## src/design/dlr_pkg.sv

```systemverilog
`default_nettype none

package dlr_pkg;

  // Fixed-point layout of the endpoint coordinates and of the slope.
  localparam int FRAC_BITS  = 8;
  localparam int SLOPE_BITS = 16;
  localparam int COORD_W    = 24;
  localparam int CFG_W      = 12;
  localparam int COLOR_W    = 24;
  localparam int CFG_ADDR_W = 1;

  // Integer major index, wide enough to step one past the last pixel.
  localparam int IDX_W  = COORD_W - FRAC_BITS + 1;
  // Coordinate differences and the scaled index need one bit more than a coordinate.
  localparam int EXT_W  = COORD_W + 1;
  // Minor position in Q.SLOPE_BITS.
  localparam int POS_W  = 40;
  localparam int QUO_W  = SLOPE_BITS + 1;
  localparam int STEP_W = QUO_W + 1;
  localparam int DIV_CNT_W = $clog2(QUO_W);

  localparam int IN_DATA_W  = 4 * COORD_W + COLOR_W;
  localparam int OUT_DATA_W = 2 * CFG_W + COLOR_W;

  localparam logic [CFG_W-1:0] SCREEN_WIDTH_RESET  = 12'd1200;
  localparam logic [CFG_W-1:0] SCREEN_HEIGHT_RESET = 12'd1000;

  typedef enum logic {
    OP_START = 1'b0,
    OP_STEP  = 1'b1
  } opcode_t;

  typedef enum logic [CFG_ADDR_W-1:0] {
    CFG_SCREEN_WIDTH  = 1'b0,
    CFG_SCREEN_HEIGHT = 1'b1
  } cfg_addr_t;

  // Commands from the controller to the datapath.
  typedef struct packed {
    logic cap;        // latch the endpoints and color of a start word
    logic prep;       // pick the major axis, order the endpoints, load the divider
    logic div_first;  // first divider iteration (no shift)
    logic div_run;    // one divider iteration
    logic fin;        // finish the start: store slope, emit the start result
    logic step;       // one rasterizing iteration, emit its result
  } dlr_cmd_t;

endpackage

`default_nettype wire

```

## src/design/dlr_ctrl.sv

```systemverilog
`default_nettype none

module dlr_ctrl
  import dlr_pkg::*;
(
  input  wire logic     clk,
  input  wire logic     rst_n,
  input  wire logic     in_tvalid,
  input  wire logic     in_opcode,
  output logic          in_tready,
  output logic          out_tvalid,
  input  wire logic     out_tready,
  output dlr_cmd_t      cmd
);

  typedef enum logic [3:0] {
    ST_IDLE = 4'b0001,
    ST_PREP = 4'b0010,
    ST_DIV  = 4'b0100,
    ST_FIN  = 4'b1000
  } ctl_state_t;

  ctl_state_t           state_r, state_nxt;
  logic [DIV_CNT_W-1:0] cnt_r, cnt_nxt;
  logic                 out_valid_r, out_valid_nxt;
  logic                 out_free;
  logic                 accept;

  // The output register can be loaded when empty or when its word leaves now.
  assign out_free   = !out_valid_r || out_tready;
  assign in_tready  = (state_r == ST_IDLE) && out_free;
  assign accept     = in_tvalid && in_tready;
  assign out_tvalid = out_valid_r;

  always_comb begin
    cmd.cap       = accept && (in_opcode == OP_START);
    cmd.step      = accept && (in_opcode == OP_STEP);
    cmd.prep      = (state_r == ST_PREP);
    cmd.div_run   = (state_r == ST_DIV);
    cmd.div_first = (state_r == ST_DIV) && (cnt_r == '0);
    cmd.fin       = (state_r == ST_FIN) && out_free;
  end

  always_comb begin
    state_nxt = state_r;
    cnt_nxt   = cnt_r;
    case (state_r)
      ST_IDLE: begin
        if (cmd.cap) state_nxt = ST_PREP;
      end
      ST_PREP: begin
        state_nxt = ST_DIV;
        cnt_nxt   = '0;
      end
      ST_DIV: begin
        if (cnt_r == DIV_CNT_W'(QUO_W - 1)) begin
          state_nxt = ST_FIN;
          cnt_nxt   = '0;
        end else begin
          cnt_nxt = cnt_r + 1'b1;
        end
      end
      ST_FIN: begin
        if (out_free) state_nxt = ST_IDLE;
      end
      default: begin
        state_nxt = ST_IDLE;
        cnt_nxt   = '0;
      end
    endcase
  end

  always_comb begin
    if (cmd.fin || cmd.step) begin
      out_valid_nxt = 1'b1;
    end else if (out_tready) begin
      out_valid_nxt = 1'b0;
    end else begin
      out_valid_nxt = out_valid_r;
    end
  end

  always_ff @(posedge clk) begin
    if (!rst_n) begin
      state_r     <= ST_IDLE;
      cnt_r       <= '0;
      out_valid_r <= 1'b0;
    end else begin
      state_r     <= state_nxt;
      cnt_r       <= cnt_nxt;
      out_valid_r <= out_valid_nxt;
    end
  end

endmodule

`default_nettype wire

```

## src/design/dlr_datapath.sv

```systemverilog
`default_nettype none

module dlr_datapath
  import dlr_pkg::*;
(
  input  wire logic                  clk,
  input  wire logic                  rst_n,
  input  wire dlr_cmd_t              cmd,
  input  wire logic [IN_DATA_W-1:0]  in_tdata,
  input  wire logic                  cfg_wr_en,
  input  wire logic [CFG_ADDR_W-1:0] cfg_addr,
  input  wire logic [CFG_W-1:0]      cfg_wdata,
  output logic [OUT_DATA_W-1:0]      out_tdata,
  output logic                       out_tuser,
  output logic                       out_tlast
);

  // True while index * 2^FRAC_BITS is below the end major coordinate.
  function automatic logic iter_ok(input logic [IDX_W-1:0] idx,
                                   input logic [COORD_W-1:0] lim);
    logic [EXT_W-1:0] scaled;
    logic [EXT_W-1:0] lim_ext;
    scaled  = {idx, {FRAC_BITS{1'b0}}};
    lim_ext = {lim[COORD_W-1], lim};
    return $signed(scaled) < $signed(lim_ext);
  endfunction

  // Configuration.
  logic [CFG_W-1:0] screen_w_r, screen_h_r;

  // Captured start word.
  logic [COORD_W-1:0] sx_r, sy_r, ex_r, ey_r;
  logic [COLOR_W-1:0] color_r;

  // Line state.
  logic               line_active_r, line_active_nxt;
  logic               x_major_r;
  logic [IDX_W-1:0]   index_r, index_nxt;
  logic [COORD_W-1:0] limit_r;
  logic [POS_W-1:0]   pos_r, pos_nxt;
  logic [STEP_W-1:0]  step_r;

  // Slope divider.
  logic [EXT_W-1:0]   rem_r;
  logic [COORD_W-1:0] den_r;
  logic [QUO_W-1:0]   quo_r;
  logic               neg_r;

  // Output register.
  logic [OUT_DATA_W-1:0] odata_r, odata_nxt;
  logic                  ouser_r, ouser_nxt;
  logic                  olast_r, olast_nxt;

  // Start setup.
  logic [EXT_W-1:0]   dx, dy, adx_full, ady_full;
  logic [COORD_W-1:0] adx, ady, dmaj_mag, dmin_mag;
  logic               xmaj, maj_neg, min_neg;
  logic [COORD_W-1:0] ma0, ma1, mi0;
  logic [IDX_W-1:0]   idx0;
  logic               round_up;
  logic [POS_W-1:0]   pos0;

  // Divider iteration.
  logic [EXT_W-1:0] r_sh;
  logic             ge;

  // Stepping.
  logic [CFG_W-1:0]   maj_size, min_size;
  logic [EXT_W-1:0]   idx_ext;
  logic               on_screen, has_iter, next_ok;
  logic [IDX_W-1:0]   idx_inc;
  logic [CFG_W-1:0]   pix_major, pix_minor, pix_x, pix_y;
  logic [QUO_W-1:0]   quo_sel;

  always_comb begin
    dx       = {ex_r[COORD_W-1], ex_r} - {sx_r[COORD_W-1], sx_r};
    dy       = {ey_r[COORD_W-1], ey_r} - {sy_r[COORD_W-1], sy_r};
    adx_full = dx[EXT_W-1] ? (~dx + 1'b1) : dx;
    ady_full = dy[EXT_W-1] ? (~dy + 1'b1) : dy;
    adx      = adx_full[COORD_W-1:0];
    ady      = ady_full[COORD_W-1:0];
    xmaj     = adx > ady;
    maj_neg  = xmaj ? dx[EXT_W-1] : dy[EXT_W-1];
    min_neg  = xmaj ? dy[EXT_W-1] : dx[EXT_W-1];
    dmaj_mag = xmaj ? adx : ady;
    dmin_mag = xmaj ? ady : adx;
    // A negative major delta swaps the endpoints so the major coordinate rises.
    if (xmaj) begin
      ma0 = maj_neg ? ex_r : sx_r;
      ma1 = maj_neg ? sx_r : ex_r;
      mi0 = maj_neg ? ey_r : sy_r;
    end else begin
      ma0 = maj_neg ? ey_r : sy_r;
      ma1 = maj_neg ? sy_r : ey_r;
      mi0 = maj_neg ? ex_r : sx_r;
    end
    // Division by 2^FRAC_BITS truncated toward zero.
    round_up = ma0[COORD_W-1] && (|ma0[FRAC_BITS-1:0]);
    idx0     = {{(IDX_W-(COORD_W-FRAC_BITS)){ma0[COORD_W-1]}}, ma0[COORD_W-1:FRAC_BITS]}
               + IDX_W'(round_up);
    pos0     = {{(POS_W-COORD_W){mi0[COORD_W-1]}}, mi0} << (SLOPE_BITS - FRAC_BITS);
  end

  // Restoring division of |dmin| * 2^SLOPE_BITS by |dmaj|, one quotient bit a cycle.
  // |dmin| never exceeds |dmaj|, so the first bit needs no shift.
  always_comb begin
    r_sh = cmd.div_first ? rem_r : {rem_r[EXT_W-2:0], 1'b0};
    ge   = r_sh >= {1'b0, den_r};
  end

  always_comb begin
    maj_size  = x_major_r ? screen_w_r : screen_h_r;
    min_size  = x_major_r ? screen_h_r : screen_w_r;
    idx_ext   = {{(EXT_W-IDX_W){index_r[IDX_W-1]}}, index_r};
    on_screen = !index_r[IDX_W-1] && (idx_ext < EXT_W'(maj_size)) &&
                !pos_r[POS_W-1] &&
                (pos_r[POS_W-1:SLOPE_BITS] < (POS_W-SLOPE_BITS)'(min_size));
    has_iter  = line_active_r && iter_ok(index_r, limit_r);
    idx_inc   = index_r + 1'b1;
    next_ok   = iter_ok(idx_inc, limit_r);
    pix_major = idx_ext[CFG_W-1:0];
    pix_minor = pos_r[SLOPE_BITS+CFG_W-1:SLOPE_BITS];
    pix_x     = x_major_r ? pix_major : pix_minor;
    pix_y     = x_major_r ? pix_minor : pix_major;
    quo_sel   = (den_r == '0) ? '0 : quo_r;
  end

  always_comb begin
    line_active_nxt = line_active_r;
    index_nxt       = index_r;
    pos_nxt         = pos_r;
    odata_nxt       = odata_r;
    ouser_nxt       = ouser_r;
    olast_nxt       = olast_r;
    if (cmd.prep) begin
      index_nxt = idx0;
      pos_nxt   = pos0;
    end
    if (cmd.fin) begin
      line_active_nxt = iter_ok(index_r, limit_r);
      odata_nxt       = '0;
      ouser_nxt       = 1'b0;
      olast_nxt       = !iter_ok(index_r, limit_r);
    end
    if (cmd.step) begin
      if (has_iter) begin
        odata_nxt       = on_screen ? {color_r, pix_y, pix_x} : '0;
        ouser_nxt       = on_screen;
        olast_nxt       = !next_ok;
        line_active_nxt = next_ok;
        index_nxt       = idx_inc;
        pos_nxt         = pos_r + {{(POS_W-STEP_W){step_r[STEP_W-1]}}, step_r};
      end else begin
        odata_nxt       = '0;
        ouser_nxt       = 1'b0;
        olast_nxt       = 1'b1;
        line_active_nxt = 1'b0;
      end
    end
  end

  always_ff @(posedge clk) begin
    if (!rst_n) begin
      screen_w_r    <= SCREEN_WIDTH_RESET;
      screen_h_r    <= SCREEN_HEIGHT_RESET;
      line_active_r <= 1'b0;
    end else begin
      if (cfg_wr_en && (cfg_addr == CFG_SCREEN_WIDTH))  screen_w_r <= cfg_wdata;
      if (cfg_wr_en && (cfg_addr == CFG_SCREEN_HEIGHT)) screen_h_r <= cfg_wdata;
      line_active_r <= line_active_nxt;
    end
  end

  always_ff @(posedge clk) begin
    index_r <= index_nxt;
    pos_r   <= pos_nxt;
    odata_r <= odata_nxt;
    ouser_r <= ouser_nxt;
    olast_r <= olast_nxt;
    if (cmd.cap) begin
      sx_r    <= in_tdata[COORD_W-1:0];
      sy_r    <= in_tdata[2*COORD_W-1:COORD_W];
      ex_r    <= in_tdata[3*COORD_W-1:2*COORD_W];
      ey_r    <= in_tdata[4*COORD_W-1:3*COORD_W];
      color_r <= in_tdata[IN_DATA_W-1:4*COORD_W];
    end
    if (cmd.prep) begin
      x_major_r <= xmaj;
      limit_r   <= ma1;
      den_r     <= dmaj_mag;
      rem_r     <= {1'b0, dmin_mag};
      quo_r     <= '0;
      neg_r     <= maj_neg ^ min_neg;
    end
    if (cmd.div_run) begin
      rem_r <= ge ? (r_sh - {1'b0, den_r}) : r_sh;
      quo_r <= {quo_r[QUO_W-2:0], ge};
    end
    if (cmd.fin) begin
      step_r <= neg_r ? (~{1'b0, quo_sel} + 1'b1) : {1'b0, quo_sel};
    end
  end

  assign out_tdata = odata_r;
  assign out_tuser = ouser_r;
  assign out_tlast = olast_r;

endmodule

`default_nettype wire

```

## src/design/dda_line_rasterizer_core.sv

```systemverilog
// DDA line rasterizer. A start word (tuser 0) brings two signed Q16.8 endpoints and a
// color; each step word (tuser 1) walks one pixel along the major axis and returns one
// result word whose tuser flags an on-screen pixel and whose tlast marks the end of the
// line. Every input word yields exactly one result word. Steps stream one per cycle while
// the result side keeps up. A start word occupies the block through these steps in order:
// capture, setup of the major axis and endpoint order, the restoring slope divider that
// produces one quotient bit a cycle, and loading of the start result. The result sits in
// an output register, so the next word is taken in the same cycle that the previous
// result leaves.
`default_nettype none

module dda_line_rasterizer_core
  import dlr_pkg::*;
(
  input  wire logic                  clk,
  input  wire logic                  rst_n,
  input  wire logic                  in_tvalid,
  output logic                       in_tready,
  // start_x, start_y, end_x, end_y, red, green, blue
  input  wire logic [IN_DATA_W-1:0]  in_tdata,
  // opcode
  input  wire logic                  in_tuser,
  output logic                       out_tvalid,
  input  wire logic                  out_tready,
  // pixel_x, pixel_y, pixel_red, pixel_green, pixel_blue
  output logic [OUT_DATA_W-1:0]      out_tdata,
  // pixel_valid
  output logic                       out_tuser,
  output logic                       out_tlast,
  input  wire logic                  cfg_wr_en,
  input  wire logic [CFG_ADDR_W-1:0] cfg_addr,
  input  wire logic [CFG_W-1:0]      cfg_wdata
);

  dlr_cmd_t cmd;

  dlr_ctrl u_ctrl (
    .clk        (clk),
    .rst_n      (rst_n),
    .in_tvalid  (in_tvalid),
    .in_opcode  (in_tuser),
    .in_tready  (in_tready),
    .out_tvalid (out_tvalid),
    .out_tready (out_tready),
    .cmd        (cmd)
  );

  dlr_datapath u_datapath (
    .clk       (clk),
    .rst_n     (rst_n),
    .cmd       (cmd),
    .in_tdata  (in_tdata),
    .cfg_wr_en (cfg_wr_en),
    .cfg_addr  (cfg_addr),
    .cfg_wdata (cfg_wdata),
    .out_tdata (out_tdata),
    .out_tuser (out_tuser),
    .out_tlast (out_tlast)
  );

`ifndef NO_ASSERTIONS
  // A new word is only taken when its result has a free output register.
  a_ready_needs_room: assert property (@(posedge clk) disable iff (!rst_n)
    in_tready |-> (!out_tvalid || out_tready))
    else $error("input taken while output register is blocked");

  // A result that writes no pixel carries zero pixel fields.
  a_no_pixel_zero: assert property (@(posedge clk) disable iff (!rst_n)
    (out_tvalid && !out_tuser) |-> (out_tdata == '0))
    else $error("pixel fields nonzero without a pixel");

  // A step result is presented in the cycle after the step word is taken.
  a_step_one_cycle: assert property (@(posedge clk) disable iff (!rst_n)
    (in_tvalid && in_tready && (in_tuser == OP_STEP)) |=> out_tvalid)
    else $error("step result missing");

  // A start word holds off new input while the slope is computed.
  a_start_busy: assert property (@(posedge clk) disable iff (!rst_n)
    (in_tvalid && in_tready && (in_tuser == OP_START)) |=> (!in_tready && !out_tvalid))
    else $error("start word did not occupy the block");
`endif

endmodule

`default_nettype wire

```

## config.mk

```make
export PLATFORM = sky130hd
export DESIGN_NAME = dda_line_rasterizer_core
export DESIGN_NICKNAME = d
export VERILOG_FILES = /design/src/design/dlr_pkg.sv /design/src/design/dlr_ctrl.sv /design/src/design/dlr_datapath.sv /design/src/design/dda_line_rasterizer_core.sv
export SDC_FILE = /design/constraint.sdc
export NUM_CORES = 1
export LEC_CHECK = 0
export BUFFER_PORTS_ARGS = -buffer_cell sky130_fd_sc_hd__buf_2
export CAP_MARGIN = 5
export CORE_MARGIN = 8
export CORE_UTILIZATION = 35
export CTS_CLUSTER_DIAMETER = 120
export CTS_CLUSTER_SIZE = 20
export DETAILED_ROUTE_END_ITERATION = 8
export GPL_TIMING_DRIVEN = 1
export SLEW_MARGIN = 40
export SYNTH_ARGS = -nofsm -noshare
export SYNTH_HDL_FRONTEND = slang
export SYNTH_HIERARCHICAL = 1
export SYNTH_SLANG_ARGS = --single-unit
```

## constraint.sdc

```tcl
create_clock -name clk -period 12.4 [get_ports clk]
set_input_delay 1.24 -clock clk [delete_from_list [all_inputs] [get_ports clk]]
set_output_delay 1.24 -clock clk [all_outputs]
set_load 0.05 [all_outputs]
```

Yosys cells after proc, flatten, opt, wreduce, memory -nomap -nowiden
Cells that the tools add are included.

word-level totals
  flip-flop bits (word level) = 372
  output and inout bits = 52
  word-level logic and storage cells = 134

operators by class
  add/subtract/negate cells = 10
  magnitude comparators = 6
  equal/unequal tests = 8
  muxes and demuxes = 52
  bitwise operators = 6
  reductions and logical operators = 28

operators with widths
  operator                                                         number
  24-bit two-way mux                                               11
  48-bit two-way mux                                               4
  40-bit two-way mux                                               3
  17-bit two-way mux                                               7
  25-bit two-way mux                                               4
  25-bit by 24-bit less-than comparator with 1-bit output          2
  24-bit by 24-bit subtractor with 25-bit output                   2
  24-bit by 1-bit adder with 24-bit output, second input constant  2
  12-bit two-way mux                                               4
  24-bit NOT                                                       2
  40-bit adder                                                     1
  25-bit by 24-bit >= comparator with 1-bit output                 1
  25-bit by 12-bit less-than comparator with 1-bit output          1
  25-bit by 24-bit subtractor with 25-bit output                   1
  24-bit greater-than comparator                                   1
  24-bit zero test                                                 1
  24-bit by 12-bit less-than comparator with 1-bit output          1
  18-bit by 1-bit adder with 18-bit output, second input constant  1
  17-bit NOT with 18-bit output                                    1
  16-bit by 2-bit adder with 17-bit output                         1
  17-bit by 1-bit adder with 17-bit output, second input constant  1
  4-bit one-hot mux with 4 select lines                            1
  1-bit logical AND                                                13
  1-bit two-way mux                                                13
  20 further kinds                                                 31

Depth between registers and ports, before layout
  depth in word-level cells = 14
  gate-level depth with buffers = 37

Cells and area by module
Netlist, hierarchy kept.

modules (own cells, without submodules)
  module        times used  cells each  area each (µm²)  seq. area each (µm²)
  dlr_datapath  1           2847        26122.6          10049.6
  dlr_ctrl      1           71          659.4            200.2

Worst setup path after synthesis
OpenSTA, ideal clock, no wires.

  kind = input-to-reg
  start point = input port out_tready
  end point = register u_datapath.color_r[0] (enable)
  data arrival time = 9.583 ns
  path slack = 2.071 ns
  cell stages on the path = 3
  path buffers = 1
  path through = nor2b_1 > clkbuf_1 > nor3_1

RTL lines
  what                    line                            RTL
  start: declaration      dda_line_rasterizer_core.sv:24  input wire logic out_tready,
  end signal: assignment  dlr_datapath.sv:185             color_r <= in_tdata[IN_DATA_W-1:4*COORD_W];
  end: declaration        dlr_datapath.sv:33              logic [COLOR_W-1:0] color_r;

Final worst setup path
  start point = register u_datapath.sx_r[0]
  end point = register u_datapath.index_r[10]

between the ends
  longest elaborated chain between the ends = 14
  elaborated cells between the ends (all ways) = 15
  classes of those cells = 3 x add/sub; 1 x order compare; 8 x mux; 1 x bitwise; 2 x reduce/logical

RTL lines
  what                                            line                                    RTL
  start: declaration                              dlr_datapath.sv:32                      logic [COORD_W-1:0] sx_r, sy_r, ex_r, ey_r;
  start signal: assignment                        dlr_datapath.sv:181                     sx_r <= in_tdata[COORD_W-1:0];
  24-bit by 24-bit subtractor with 25-bit output  dlr_datapath.sv:76                      dx = {ex_r[COORD_W-1], ex_r} - {sx_r[COORD_W-1], sx_r};
  24-bit NOT                                      dlr_datapath.sv:78                      adx_full = dx[EXT_W-1] ? (~dx + 1'b1) : dx;
  24-bit by 1-bit adder with 24-bit output        dlr_datapath.sv:78
  24-bit two-way mux                              dlr_datapath.sv:78
  24-bit greater-than comparator                  dlr_datapath.sv:82                      xmaj = adx > ady;
  1-bit two-way mux                               dlr_datapath.sv:83                      maj_neg = xmaj ? dx[EXT_W-1] : dy[EXT_W-1];
  24-bit two-way mux, on equally long branches    dlr_datapath.sv:93, dlr_datapath.sv:89
  24-bit two-way mux (*)                          dlr_datapath.sv:88                      if (xmaj) begin
  8-bit OR reduction                              dlr_datapath.sv:98                      round_up = ma0[COORD_W-1] && (|ma0[FRAC_BITS-1:0]);
  1-bit logical AND                               dlr_datapath.sv:98
  16-bit by 2-bit adder with 17-bit output (*)    dlr_datapath.sv:100                     + IDX_W'(round_up);
  17-bit two-way mux (*)                          dlr_datapath.sv:135                     if (cmd.prep) begin
  17-bit two-way mux                              dlr_datapath.sv:146                     if (has_iter) begin
  17-bit two-way mux (*)                          dlr_datapath.sv:145                     if (cmd.step) begin
  named net u_datapath.index_nxt[10]              dlr_datapath.sv:38                      logic [IDX_W-1:0] index_r, index_nxt;
  end signal: assignment                          dlr_datapath.sv:175                     index_r <= index_nxt;
  end: declaration                                dlr_datapath.sv:38

Mark *: on every way through the listed nets, which the timed path passes. The rest lies on a longest branch.
A chain may end at the register's enable or synchronous reset.

==> metrics.md <==
| Metric | Value |
|---|---|
| CTS sink cnt | `372` |
| Clock Latency Late Sink | `roughly 590 ps` |
| Count of non-filler cells in the finished layout | `4021` |
| Post-route ant nets | `0` |
| DR vias | `between 20k and 25k` |
| LEAKAGE | `11.5 nW` |
| Final WS setup | `just under 3000 ps` |
| Drt pass-1 iters | `6` |
| First-pass GRT wire length | `between 100000 and 150000 µm` |
| FILL cells | `roughly 7.6k` |
| Via density | `approximately 5.7` |
| Primary FF master, synth | `edfxtp_1` |
| Row cnt | `101` |
| Most frequent CP cell | `ha_1` |
| Post-synth ARST share | `0%` |
| Final hold violations | `0` |
| EDFF count, synth | `280` |
| Fin Setup TNS | `0 ps` |
| Xor and xnor area share after synthesis | `~5.2%` |
| Hold slack | `481 ps` |
| Setup Slack @ Placement | `around 3000 ps` |
| Worst path max stage delay | `between 700 and 800 ps` |
| CP endpoint kind | `register` |
| Final Core Density | `38.7%` |
| Max Freq | `~0.11 GHz` |
| GP Congestion | `~0.93` |
| Syn Nets | `~3.3k` |
| Mapped Cells | `approximately 2.9k` |
| Largest family of logic cells by synthesized area | `compound AO/OA/AOI/OAI gates` |
| Post-CTS setup buffers | `0` |
| Clock Skew | `around 36 ps` |
| Design Area, Final | `between 20000 and 30000 µm²` |
| Top delay family on crit path | `simple AND/OR/NAND/NOR gates` |
| Avg Cell Area, Syn | `9.18 µm²` |
| All-Layer GR Usage | `18.8%` |
| Startpoint Class | `register` |
| Post-Synth Adder-Cell Area | `a little under a tenth` |
| Post-CTS sizing | `0` |
| Req. time, crit path | `12820 ps` |
| Clock root cell | `clkbuf_16` |
| CTS tree | `built` |
| HP Class | `reg -> reg` |
| Unrepaired setup endpoints after global routing | `false` |
| Layout cell share with drive strength beyond 1 | `roughly 11%` |
| Register area | `about 10000 µm²` |
| Largest net degree at the start of global routing | `76` |
| Initial Util | `35.3%` |
| Drt wl/cell | `21.0 µm` |
| Run status | `complete, no violations` |
| Die Y | `293 µm` |
| Final worst path period share | `between 70% and 80%` |
| Number of global-route vias before repair | `21.2k` |
| Final Max Slew Viols | `0` |
| DRC viols | `0` |
| Area occupied by multi-input gates | `around 15000 µm²` |
| Total chip power | `4.69 mW` |
| Post-Route WL | `84600 µm` |
| Port bufs | `190` |
| Max Cap Viol | `0` |
| Area delta synth->final | `9.67%` |
| Commonest cells after routing, fill and taps aside | `nand2_1 (320), edfxtp_1 (280), nor2_1 (209)` |
| Cell area power density | `160 nW/µm²` |
| Core footprint | `~76000 µm²` |
| Post-synthesis mux area share | `roughly 4.4%` |
| Unique masters post-synth | `approximately 110` |
| Initial antenna violation count | `9` |
| Ys Warns | `6` |
| CP max FO | `54` |
| WS Path Type | `reg -> reg` |
| IO Count | `between 150 and 200` |
| CP arrival | `9880 ps` |
| Area fraction in compound gates after synthesis | `about a fifth` |
| Post-synthesis simple-gate area fraction | `a little under a fifth` |
| Placed inst area | `28700 µm²` |
| CTS Hold Bufs | `0` |
| Initial DRC count | `roughly 2.3k` |
| H-tree depth | `1` |
| Slew @ Worst Pin | `~860 ps` |
| Buf/Inv on CP | `4` |
| Layout Nets | `about 3.4k` |
| Dpl hpwl | `about 65000 µm` |
| Cts bufs inserted | `22` |
| Slowest cell on crit path | `or4b_2` |
| Sequential share of the synthesized area | `approximately two fifths` |
| Setup violators final | `0` |
| Clock tree buffer depth | `3` |
| Post-Syn Area | `between 20000 and 30000 µm²` |
| Final min period | `between 9000 and 10000 ps` |
| Clk slew on worst S/H paths | `about 90 ps` |
| Global route overflow | `0` |
| Slew margin rel. | `41.7%` |
| Register bit total from synthesis | `between 300 and 400` |
| Die ar. | `85600 µm²` |
| Placed cells | `between 3k and 4k` |
| Die X | `between 200 and 300 µm` |
| Commonest non-fill, non-tap cell in the layout | `nand2_1` |
| Max VDD drop | `~130 µV` |
[area by class of cell]
class	instances	share of cell area (%)
inverters	159	2.04
diodes	1	0.00852
well taps	978	4.17
clock buffers	39	2.20
clock inverters	1	0.0213
flip-flops and latches	372	34.9
multi-input cells	2253	52.7
repair buffers	218	4.01
[cell usage after synthesis, drive strengths merged, types with 13 or more instances]
cell	instances	area [µm²]
nor2	214	808
dfxtp	92	1840
a31oi	68	425
o211ai	63	473
nor3	43	220
inv	157	589
nor4	38	263
buf	34	180
nand2b	29	181
o21a	30	225
nand4	44	297
nor2b	44	275
nand3b	13	97.6
or3	18	113
a21oi	210	1070
xnor2	81	709
xor2	76	684
o21ai	130	654
mux2	25	282
o31ai	14	105
edfxtp	280	8410
a21boi	20	150
nand2	323	1210
and2	60	375
a311oi	15	161
and3	35	219
a211oi	60	450
ha	199	2490
a21o	55	413
mux2i	89	891
clkbuf	100	375
nand3	74	370
[report_power, final]
part	switching, mW	internal [mW]	total (mW)	leakage [nW]
clock network	0.424	0.355	0.780	0.313
logic	1.35	0.825	2.17	7.89
registers	0.212	1.52	1.73	3.34
total	1.98	2.70	4.69	11.5
[flip-flops by register name, summed over array words and instances, names as in the netlist, 24 cells and up]
name / cells
u_datapath/color_r: 24
u_datapath/den_r: 24
u_datapath/ex_r: 24
u_datapath/ey_r: 24
u_datapath/limit_r: 24
u_datapath/out_tdata: 48
u_datapath/pos_r: 40
u_datapath/rem_r: 25
u_datapath/sx_r: 24
u_datapath/sy_r: 24
[tightest hold or removal path: cells and delay by family, from the launching register on]
family,cells,cell delay (ps)
AND/OR/NAND/NOR,1,60
flip-flops,1,320
AO/OA/AOI/OAI,1,60
[path summary, 6_finish.rpt]
path	from	to	slack (ps)	cells past startpoint
max	u_datapath/sx_r[0]	u_datapath/index_r[10]	2950	30
min	u_datapath/pos_r[0]	u_datapath/pos_r[0]	480	2
max reg2reg	u_datapath/sx_r[0]	u_datapath/index_r[10]	2950	30
min reg2reg	u_datapath/pos_r[0]	u_datapath/pos_r[0]	480	2
[layer usage]
| layer | up-vias | wire length [µm] | GRT usage, % |
|---|---|---|---|
| met5 | - | 26 | 0 |
| met4 | 4 | 2230 | 4.56 |
| met3 | 121 | 4680 | 2.16 |
| met2 | 661 | 39400 | 31.2 |
| met1 | 11000 | 38200 | 25.9 |
| li1 | 11000 | - | - |
[logic make-up after synthesis]
group | after synthesis
DFF | 372
buffers and inverters | 293
and+or+nand+nor | 987
adders and majority gates | 203
xor gates and xnor gates | 157
muxes | 114
AOI/OAI and AO/OA | 792
No activity file was read; power rests on OpenSTA's default activity.
